[src/stem_pkg.sv]
// Types and constants of the timer expiry manager.
package stem_pkg;

  localparam int MASK_W = 16;

  localparam logic [1:0] CMD_TICK  = 2'd0;
  localparam logic [1:0] CMD_START = 2'd1;
  localparam logic [1:0] CMD_STOP  = 2'd2;

  localparam logic [1:0] STAT_OK         = 2'd0;
  localparam logic [1:0] STAT_BAD_PERIOD = 2'd1;
  localparam logic [1:0] STAT_IDLE_STOP  = 2'd2;

  localparam logic KIND_STATUS = 1'b0;
  localparam logic KIND_EXPIRY = 1'b1;

  localparam logic [4:0] MAX_DISPATCH = 5'd16;

  typedef struct packed {
    logic [1:0]  cmd;
    logic [3:0]  slot_id;
    logic [31:0] period;
    logic        periodic;
    logic [31:0] now;
    logic [4:0]  dispatch_free;
  } stem_in_t;

  typedef struct packed {
    logic              kind;
    logic [3:0]        expired_id;
    logic [1:0]        status;
    logic [MASK_W-1:0] running_mask;
    logic              last;
  } stem_out_t;

  // controller -> datapath
  typedef struct packed {
    logic load;
    logic exec;
    logic scan_clr;
    logic scan_step;
    logic disp_clear;
    logic disp_reload;
    logic retarget;
    logic emit_hold;
    logic emit_status;
    logic emit_last;
  } stem_ctl_t;

  // datapath -> controller
  typedef struct packed {
    logic [1:0] cmd;
    logic       scan_last;
    logic       found;
    logic       room_left;
    logic       best_per;
    logic       hold_v;
    logic       out_full;
  } stem_stat_t;

endpackage

[src/stem_ram.sv]
// Generic single-write, single-read RAM with registered read data.
module stem_ram #(
  parameter int WIDTH = 32,
  parameter int DEPTH = 16
) (
  input  logic                                  clk,
  input  logic                                  we,
  input  logic [(DEPTH > 1 ? $clog2(DEPTH) : 1)-1:0] waddr,
  input  logic [WIDTH-1:0]                      wdata,
  input  logic [(DEPTH > 1 ? $clog2(DEPTH) : 1)-1:0] raddr,
  output logic [WIDTH-1:0]                      rdata
);

  logic [WIDTH-1:0] mem_r [DEPTH];
  logic [WIDTH-1:0] rdata_r;

  always_ff @(posedge clk) begin
    if (we) begin
      mem_r[waddr] <= wdata;
    end
    rdata_r <= mem_r[raddr];
  end

  assign rdata = rdata_r;

endmodule

[src/stem_ctrl.sv]
// Sequencing state machine of the timer expiry manager.
module stem_ctrl (
  input  logic                clk,
  input  logic                rst_n,
  input  logic                in_valid,
  output logic                in_ready,
  input  stem_pkg::stem_stat_t stat,
  output stem_pkg::stem_ctl_t  ctl
);
  import stem_pkg::*;

  localparam logic [2:0] S_IDLE   = 3'd0;
  localparam logic [2:0] S_DECODE = 3'd1;
  localparam logic [2:0] S_SCAN   = 3'd2;
  localparam logic [2:0] S_DECIDE = 3'd3;
  localparam logic [2:0] S_RELOAD = 3'd4;
  localparam logic [2:0] S_FINISH = 3'd5;

  logic [2:0] state_r, state_nxt;

  always_ff @(posedge clk) begin
    if (!rst_n) begin
      state_r <= S_IDLE;
    end else begin
      state_r <= state_nxt;
    end
  end

  assign in_ready = (state_r == S_IDLE);

  always_comb begin
    state_nxt = state_r;
    ctl       = '0;
    case (state_r)
      S_IDLE: begin
        if (in_valid) begin
          ctl.load  = 1'b1;
          state_nxt = S_DECODE;
        end
      end
      S_DECODE: begin
        ctl.exec = 1'b1;
        if (stat.cmd == CMD_TICK) begin
          ctl.scan_clr = 1'b1;
          state_nxt    = S_SCAN;
        end else begin
          state_nxt = S_FINISH;
        end
      end
      S_SCAN: begin
        ctl.scan_step = 1'b1;
        if (stat.scan_last) begin
          state_nxt = S_DECIDE;
        end
      end
      S_DECIDE: begin
        if (!stat.found) begin
          state_nxt = S_FINISH;
        end else if (!stat.room_left) begin
          ctl.retarget = 1'b1;
          state_nxt    = S_FINISH;
        end else if (!(stat.hold_v && stat.out_full)) begin
          ctl.emit_hold = stat.hold_v;
          if (stat.best_per) begin
            state_nxt = S_RELOAD;
          end else begin
            ctl.disp_clear = 1'b1;
            ctl.scan_clr   = 1'b1;
            state_nxt      = S_SCAN;
          end
        end
      end
      S_RELOAD: begin
        ctl.disp_reload = 1'b1;
        ctl.scan_clr    = 1'b1;
        state_nxt       = S_SCAN;
      end
      S_FINISH: begin
        if (!stat.out_full) begin
          ctl.emit_last   = 1'b1;
          ctl.emit_hold   = stat.hold_v;
          ctl.emit_status = !stat.hold_v;
          state_nxt       = S_IDLE;
        end
      end
      default: begin
        state_nxt = S_IDLE;
      end
    endcase
  end

endmodule

[src/stem_dp.sv]
// Datapath: slot flags, period and target memories, due scan, result register.
module stem_dp #(
  parameter int NUM_TIMERS = 16
) (
  input  logic                 clk,
  input  logic                 rst_n,
  input  stem_pkg::stem_in_t   in_word,
  input  stem_pkg::stem_ctl_t  ctl,
  output stem_pkg::stem_stat_t stat,
  input  logic                 out_ready,
  output logic                 out_valid,
  output stem_pkg::stem_out_t  out_word
);
  import stem_pkg::*;

  localparam int IW = (NUM_TIMERS > 1) ? $clog2(NUM_TIMERS) : 1;
  localparam int CW = $clog2(NUM_TIMERS + 1);

  stem_in_t              item_r, item_nxt;
  logic [4:0]            room_r, room_nxt;
  logic [4:0]            n_r, n_nxt;
  logic [1:0]            st_r, st_nxt;
  logic [NUM_TIMERS-1:0] active_r, active_nxt;
  logic [NUM_TIMERS-1:0] periodic_r, periodic_nxt;
  logic [CW-1:0]         scan_cnt_r, scan_cnt_nxt;
  logic                  pend_v_r, pend_v_nxt;
  logic [IW-1:0]         pend_idx_r, pend_idx_nxt;
  logic                  found_r, found_nxt;
  logic [IW-1:0]         best_idx_r, best_idx_nxt;
  logic [31:0]           best_tgt_r, best_tgt_nxt;
  logic                  hold_v_r, hold_v_nxt;
  logic [3:0]            hold_id_r, hold_id_nxt;
  logic [MASK_W-1:0]     hold_mask_r, hold_mask_nxt;
  logic                  out_valid_r, out_valid_nxt;
  stem_out_t             out_r, out_nxt;

  logic [IW-1:0]     id_idx;
  logic              id_ok, per_ok, start_ok, stop_ok;
  logic [31:0]       tgt_rd, per_rd;
  logic              tgt_we;
  logic [IW-1:0]     tgt_waddr;
  logic [31:0]       tgt_wdata;
  logic              due, better;
  logic [MASK_W-1:0] mask_cur, mask_clr;

  assign id_idx   = IW'(item_r.slot_id);
  assign id_ok    = ({3'b000, item_r.slot_id} < 7'(NUM_TIMERS));
  assign per_ok   = (item_r.period != 32'd0) && (item_r.period != '1);
  assign start_ok = ctl.exec && (item_r.cmd == CMD_START) && id_ok && per_ok;
  assign stop_ok  = ctl.exec && (item_r.cmd == CMD_STOP) && id_ok && active_r[id_idx];

  genvar gi;
  generate
    for (gi = 0; gi < MASK_W; gi++) begin : g_mask
      if (gi < NUM_TIMERS) begin : g_on
        assign mask_cur[gi] = active_r[gi];
        assign mask_clr[gi] = active_r[gi] && (best_idx_r != IW'(gi));
      end else begin : g_off
        assign mask_cur[gi] = 1'b0;
        assign mask_clr[gi] = 1'b0;
      end
    end
  endgenerate

  assign due    = pend_v_r && active_r[pend_idx_r] && (tgt_rd <= item_r.now);
  assign better = due && (!found_r || (tgt_rd < best_tgt_r));

  always_comb begin
    tgt_we    = 1'b0;
    tgt_waddr = best_idx_r;
    tgt_wdata = item_r.now;
    if (start_ok) begin
      tgt_we    = 1'b1;
      tgt_waddr = id_idx;
      tgt_wdata = item_r.now + item_r.period;
    end else if (ctl.disp_reload) begin
      tgt_we    = 1'b1;
      tgt_wdata = item_r.now + per_rd;
    end else if (ctl.retarget) begin
      tgt_we    = 1'b1;
    end
  end

  stem_ram #(.WIDTH(32), .DEPTH(NUM_TIMERS)) u_tgt_ram (
    .clk   (clk),
    .we    (tgt_we),
    .waddr (tgt_waddr),
    .wdata (tgt_wdata),
    .raddr (scan_cnt_r[IW-1:0]),
    .rdata (tgt_rd)
  );

  stem_ram #(.WIDTH(32), .DEPTH(NUM_TIMERS)) u_per_ram (
    .clk   (clk),
    .we    (start_ok),
    .waddr (id_idx),
    .wdata (item_r.period),
    .raddr (best_idx_r),
    .rdata (per_rd)
  );

  always_comb begin
    item_nxt      = item_r;
    room_nxt      = room_r;
    n_nxt         = n_r;
    st_nxt        = st_r;
    active_nxt    = active_r;
    periodic_nxt  = periodic_r;
    scan_cnt_nxt  = scan_cnt_r;
    pend_v_nxt    = pend_v_r;
    pend_idx_nxt  = pend_idx_r;
    found_nxt     = found_r;
    best_idx_nxt  = best_idx_r;
    best_tgt_nxt  = best_tgt_r;
    hold_v_nxt    = hold_v_r;
    hold_id_nxt   = hold_id_r;
    hold_mask_nxt = hold_mask_r;
    out_valid_nxt = out_valid_r && !out_ready;
    out_nxt       = out_r;

    if (ctl.load) begin
      item_nxt   = in_word;
      room_nxt   = (in_word.dispatch_free > MAX_DISPATCH) ? MAX_DISPATCH
                                                          : in_word.dispatch_free;
      n_nxt      = 5'd0;
      hold_v_nxt = 1'b0;
    end

    if (ctl.exec) begin
      case (item_r.cmd)
        CMD_START: st_nxt = (id_ok && per_ok) ? STAT_OK : STAT_BAD_PERIOD;
        CMD_STOP:  st_nxt = stop_ok ? STAT_OK : STAT_IDLE_STOP;
        default:   st_nxt = STAT_OK;
      endcase
    end
    if (start_ok) begin
      active_nxt[id_idx]   = 1'b1;
      periodic_nxt[id_idx] = item_r.periodic;
    end
    if (stop_ok) begin
      active_nxt[id_idx] = 1'b0;
    end

    if (ctl.scan_clr) begin
      scan_cnt_nxt = '0;
      pend_v_nxt   = 1'b0;
      found_nxt    = 1'b0;
    end
    if (ctl.scan_step) begin
      pend_v_nxt   = (scan_cnt_r < CW'(NUM_TIMERS));
      pend_idx_nxt = scan_cnt_r[IW-1:0];
      if (scan_cnt_r < CW'(NUM_TIMERS)) begin
        scan_cnt_nxt = scan_cnt_r + CW'(1);
      end
      if (better) begin
        found_nxt    = 1'b1;
        best_idx_nxt = pend_idx_r;
        best_tgt_nxt = tgt_rd;
      end
    end

    if (ctl.emit_hold) begin
      out_valid_nxt          = 1'b1;
      out_nxt.kind           = KIND_EXPIRY;
      out_nxt.expired_id     = hold_id_r;
      out_nxt.status         = STAT_OK;
      out_nxt.running_mask   = hold_mask_r;
      out_nxt.last           = ctl.emit_last;
      hold_v_nxt             = 1'b0;
    end
    if (ctl.emit_status) begin
      out_valid_nxt          = 1'b1;
      out_nxt.kind           = KIND_STATUS;
      out_nxt.expired_id     = 4'd0;
      out_nxt.status         = st_r;
      out_nxt.running_mask   = mask_cur;
      out_nxt.last           = 1'b1;
    end

    if (ctl.disp_clear) begin
      active_nxt[best_idx_r] = 1'b0;
      hold_v_nxt             = 1'b1;
      hold_id_nxt            = 4'(best_idx_r);
      hold_mask_nxt          = mask_clr;
      n_nxt                  = n_r + 5'd1;
    end
    if (ctl.disp_reload) begin
      hold_v_nxt    = 1'b1;
      hold_id_nxt   = 4'(best_idx_r);
      hold_mask_nxt = mask_cur;
      n_nxt         = n_r + 5'd1;
    end
  end

  always_ff @(posedge clk) begin
    if (!rst_n) begin
      active_r    <= '0;
      periodic_r  <= '0;
      scan_cnt_r  <= '0;
      pend_v_r    <= 1'b0;
      found_r     <= 1'b0;
      hold_v_r    <= 1'b0;
      n_r         <= 5'd0;
      out_valid_r <= 1'b0;
    end else begin
      active_r    <= active_nxt;
      periodic_r  <= periodic_nxt;
      scan_cnt_r  <= scan_cnt_nxt;
      pend_v_r    <= pend_v_nxt;
      found_r     <= found_nxt;
      hold_v_r    <= hold_v_nxt;
      n_r         <= n_nxt;
      out_valid_r <= out_valid_nxt;
    end
  end

  always_ff @(posedge clk) begin
    item_r      <= item_nxt;
    room_r      <= room_nxt;
    st_r        <= st_nxt;
    pend_idx_r  <= pend_idx_nxt;
    best_idx_r  <= best_idx_nxt;
    best_tgt_r  <= best_tgt_nxt;
    hold_id_r   <= hold_id_nxt;
    hold_mask_r <= hold_mask_nxt;
    out_r       <= out_nxt;
  end

  assign stat.cmd       = item_r.cmd;
  assign stat.scan_last = (scan_cnt_r == CW'(NUM_TIMERS));
  assign stat.found     = found_r;
  assign stat.room_left = (n_r < room_r);
  assign stat.best_per  = periodic_r[best_idx_r];
  assign stat.hold_v    = hold_v_r;
  assign stat.out_full  = out_valid_r && !out_ready;

  assign out_valid = out_valid_r;
  assign out_word  = out_r;

endmodule

[src/software_timer_expiry_manager.sv]
// Top level of the timer expiry manager: controller plus datapath.
// Start, stop, other commands: one status result per word.
// Tick: each due-slot search is a scan of all slots then a decide step, and a periodic
// dispatch adds a reload step; output stalls hold the sequence. One item at a time.
// Synchronous active-low reset clears all slot flags; no memory clearing pass.
module software_timer_expiry_manager #(
  parameter int NUM_TIMERS = 16
) (
  input  logic                clk,
  input  logic                rst_n,
  input  logic                in_valid,
  output logic                in_ready,
  input  stem_pkg::stem_in_t  in_word,
  output logic                out_valid,
  input  logic                out_ready,
  output stem_pkg::stem_out_t out_word
);
  import stem_pkg::*;

  stem_ctl_t  ctl;
  stem_stat_t stat;

  stem_ctrl u_ctrl (
    .clk      (clk),
    .rst_n    (rst_n),
    .in_valid (in_valid),
    .in_ready (in_ready),
    .stat     (stat),
    .ctl      (ctl)
  );

  stem_dp #(.NUM_TIMERS(NUM_TIMERS)) u_dp (
    .clk       (clk),
    .rst_n     (rst_n),
    .in_word   (in_word),
    .ctl       (ctl),
    .stat      (stat),
    .out_ready (out_ready),
    .out_valid (out_valid),
    .out_word  (out_word)
  );

endmodule

[config.mk]
export PLATFORM = sky130hd
export DESIGN_NAME = software_timer_expiry_manager
export DESIGN_NICKNAME = d
export VERILOG_FILES = /design/src/stem_pkg.sv /design/src/stem_ram.sv /design/src/stem_ctrl.sv /design/src/stem_dp.sv /design/src/software_timer_expiry_manager.sv
export SDC_FILE = /design/constraint.sdc
export NUM_CORES = 2
export LEC_CHECK = 0
export BUFFER_PORTS_ARGS = -buffer_cell sky130_fd_sc_hd__buf_4
export CAP_MARGIN = 20
export CORE_MARGIN = 1.5
export CORE_UTILIZATION = 30
export CTS_CLUSTER_DIAMETER = 30
export DETAILED_ROUTE_END_ITERATION = 7
export GPL_ROUTABILITY_DRIVEN = 0
export HOLD_SLACK_MARGIN = 0.06
export PLACE_DENSITY_LB_ADDON = 0.05
export SLEW_MARGIN = 20
export SYNTH_ARGS = -nofsm -noshare
export SYNTH_HDL_FRONTEND = slang
export SYNTH_HIERARCHICAL = 1
export SYNTH_SLANG_ARGS = --single-unit
[constraint.sdc]
create_clock -name clk -period 9.35 [get_ports clk]
set_clock_uncertainty 0.05 [all_clocks]
set_input_delay 0.935 -clock clk [delete_from_list [all_inputs] [get_ports clk]]
set_output_delay 0.935 -clock clk [all_outputs]
set_load 0.02 [all_outputs]
==> out/qor.yml <==
cts_hold_buf: 0
power.leakage_nw: 24.0
finalSetupTns_ns: 0
cts_max_path_buffers: 4
yosys-top-cells-count: "edfxtp_1 (1180), mux4_2 (271), nand2_1 (137), ha_1 (134), a22oi_1 (128)"
finalSetupViolCount: 0
dp_cells: 5398
slew_violations: 0
routed_wirelength_mm: 157
drt-initial-drc-count: 2187
fin_cells: 6015
dr_total_vias: 30000
drtAntennaViolNets: 0
port_buffers: 105
grt_pass1_wl_mm: 227
critPathMaxFanout: 34
timing.final.crit_share_pct: 50.4
drive_gt1_share_pct: 30.2
status: "completed"
synthTopCellsByArea: "edfxtp_1 (66%), mux4_2 (11%), dfxtp_1 (4.5%)"
max_slew.worst_pin.slew_ns: 1.03
synth_seq_cells: 1299
synth_top_area_share_pct: 66.3
cp_top_family: "simple AND/OR/NAND/NOR gates"
num_io_pins: 106
yosysWarnings: 6
end_kind: "flop"
ys_types: 81
synth_edf_count: 1180
fmax_mhz: 212
cts_setup_buffers: 0
ys_seq_area_share_pct: 70.8
hold_viol_final: 0
syn_inst: 3003
dp_hpwl_mm: 93.1
routed_via_density: 4.98
wl_per_cell_microns: 26.2
grtUsageTotal_pct: 17.5
crit_chain: "nand4_1 -> nor4_1 -> a21oi_1 -> and3_4 -> mux2_2 -> or3b_2 -> nor3_2 -> buf_4"
ir_drop_mv: 0.193
hold_path_class: "input port to flop"
core_area_sq_um: 176000
grt-ovfl-total: 0
synth_top_area_cell: "edfxtp_1"
fp-row-count: 154
die_x_microns: 425
critPathRequiredTime_ns: 9.80
h-tree-depth: 5
async_reset_ff_share_pct: 0
synth_ff_type: "edfxtp_1"
cap_violations: 0
cp_slowest_cell: "edfxtp_1"
dieArea_sq_um: 181000
cpPeakStageDelay_ns: 0.88
worstSetupPathType: "flop to flop"
path_clk_slew_ns: 0.04
grt_pass1_vias: 32800
start_util_pct: 30.3
synth.most_common_cell: "edfxtp_1"
powerDensity_nw_per_um2: 295
cts_buffers: 344
nets: 3620
antenna_found_initial: 4
crit_buf_inv: 1
clkLatencyLatePin_ns: 0.91
slew_headroom_pct: 31.6
synth_area_per_cell_sq_um: 17.8
die_y_microns: 425
clock-sinks: 1299
clockRootBuffer: "clkbuf_16"
synth.net_count: 3219
drtPass1Iterations: 5
fin_crit_ns: 4.71
drc: 0
rsz0062_at_grt: "no"
cts_tree: "done"
critical_path_arrival_ns: 5.16
area_growth_pct: 29.8
grt_max_degree: 134
cts.repair.resized: 0
start_kind: "flop"
syn_area_sq_um: 53400
path summary, 6_finish.rpt:
kind / slack, ns / start / cells after the start / endpoint
setup / recovery: 4.64 / u_dp/item_r[49] / 8 / u_dp/u_tgt_ram/mem_r[0][18]
hold / removal: 0.15 / in_word[64] / 1 / u_dp/item_r[64]
setup reg to reg: 4.64 / u_dp/item_r[49] / 8 / u_dp/u_tgt_ram/mem_r[0][18]
hold reg to reg: 0.42 / u_dp/out_word[23] / 2 / u_dp/out_word[23]
kinds of logic after synthesis:
family | after synthesis | synth area share (%)
xor+xnor | 50 | 0.820
compound gates | 506 | 6.63
buf+inv | 234 | 1.87
fa+ha+maj | 136 | 3.21
flops | 1299 | 70.8
mux | 311 | 12.2
simple gates | 467 | 4.48
layout make-up:
class                           instances  area [sq um]
Antenna cell                            4          10.0
Clock buffer                          409          9260
Clock inverter                        204          2560
Multi-Input combinational cell       1470         14900
Fill cell                           16100        107000
Inverter                               96           360
Tap cell                             2340          2930
Timing Repair Buffer                  193          1470
Sequential cell                      1299         37800
report_power, final:
group | switching [mW] | internal, mW | leakage [nW]
Combinational | 0.997 | 0.520 | 6.51
Sequential | 0.229 | 6.82 | 11.7
Clock | 3.39 | 8.53 | 5.77
Total | 4.62 | 15.9 | 24.0
metrics by stage:
step	utilization, %	instance area, sq um	worst slack [ns]	hold slack [ns]	total power, mW
final	39.3	69300	4.64	0.147	20.5
after global routing	39.3	69300	4.33	0.0912	21.2
after CTS	39.3	69300	4.39	0.0692	20.7
after detailed placement	32.6	57500	4.41	0.412	8.68
after global placement	32.6	57500	4.52	0.403	8.64
after floorplan	-	53400	3.98	0.371	7.97
worst reg2reg max path: stages (launching register included):
cell and delay, ns:
edfxtp_1 0.88, nand4_1 0.19, nor4_1 0.79, a21oi_1 0.32
and3_4 0.41, mux2_2 0.37, or3b_2 0.60, nor3_2 0.14
buf_4 0.51
routing by layer:
layer / GRT usage, % / routed length (microns) / up-vias
li1: - / - / 13100
met1: 22.5 / 68600 / 15800
met2: 29.2 / 77800 / 828
met3: 3.37 / 6400 / 279
met4: 6.46 / 4560 / 0
met5: 0 / 0 / -
cell usage in the layout, fill, tap and decap left out, drive strengths merged, types with 12 or more instances in the layout:
| cell type | n |
|---|---|
| a22o | 17 |
| inv | 103 |
| mux2i | 33 |
| a211oi | 25 |
| dfxtp | 119 |
| nand2 | 137 |
| clkinvlp | 23 |
| clkinv | 117 |
| ha | 134 |
| nor2 | 91 |
| nor2b | 46 |
| xnor2 | 29 |
| a21oi | 106 |
| mux4 | 271 |
| nand3 | 30 |
| a21boi | 18 |
| o21a | 16 |
| nor4 | 13 |
| nand2b | 20 |
| a22oi | 128 |
| nor3b | 12 |
| bufinv | 57 |
| edfxtp | 1180 |
| nand4 | 31 |
| clkbuf | 409 |
| xor2 | 21 |
| nor3 | 27 |
| and2 | 15 |
| buf | 193 |
| o21ai | 72 |
| a21o | 52 |
sequential cells by signal, indices dropped and copies added (netlist names), 5 cells and up:
name	count
u_dp/u_per_ram/mem_r	512
u_dp/room_r	5
u_dp/item_r	65
u_dp/periodic_r	16
u_dp/u_tgt_ram/mem_r	512
u_dp/u_tgt_ram/rdata	32
u_dp/scan_cnt_r	5
u_dp/out_word	24
u_dp/best_tgt_r	32
u_dp/n_r	5
u_dp/active_r	16
u_dp/hold_mask_r	16
u_dp/u_per_ram/rdata	32
Power figures use the tool's default switching activity.
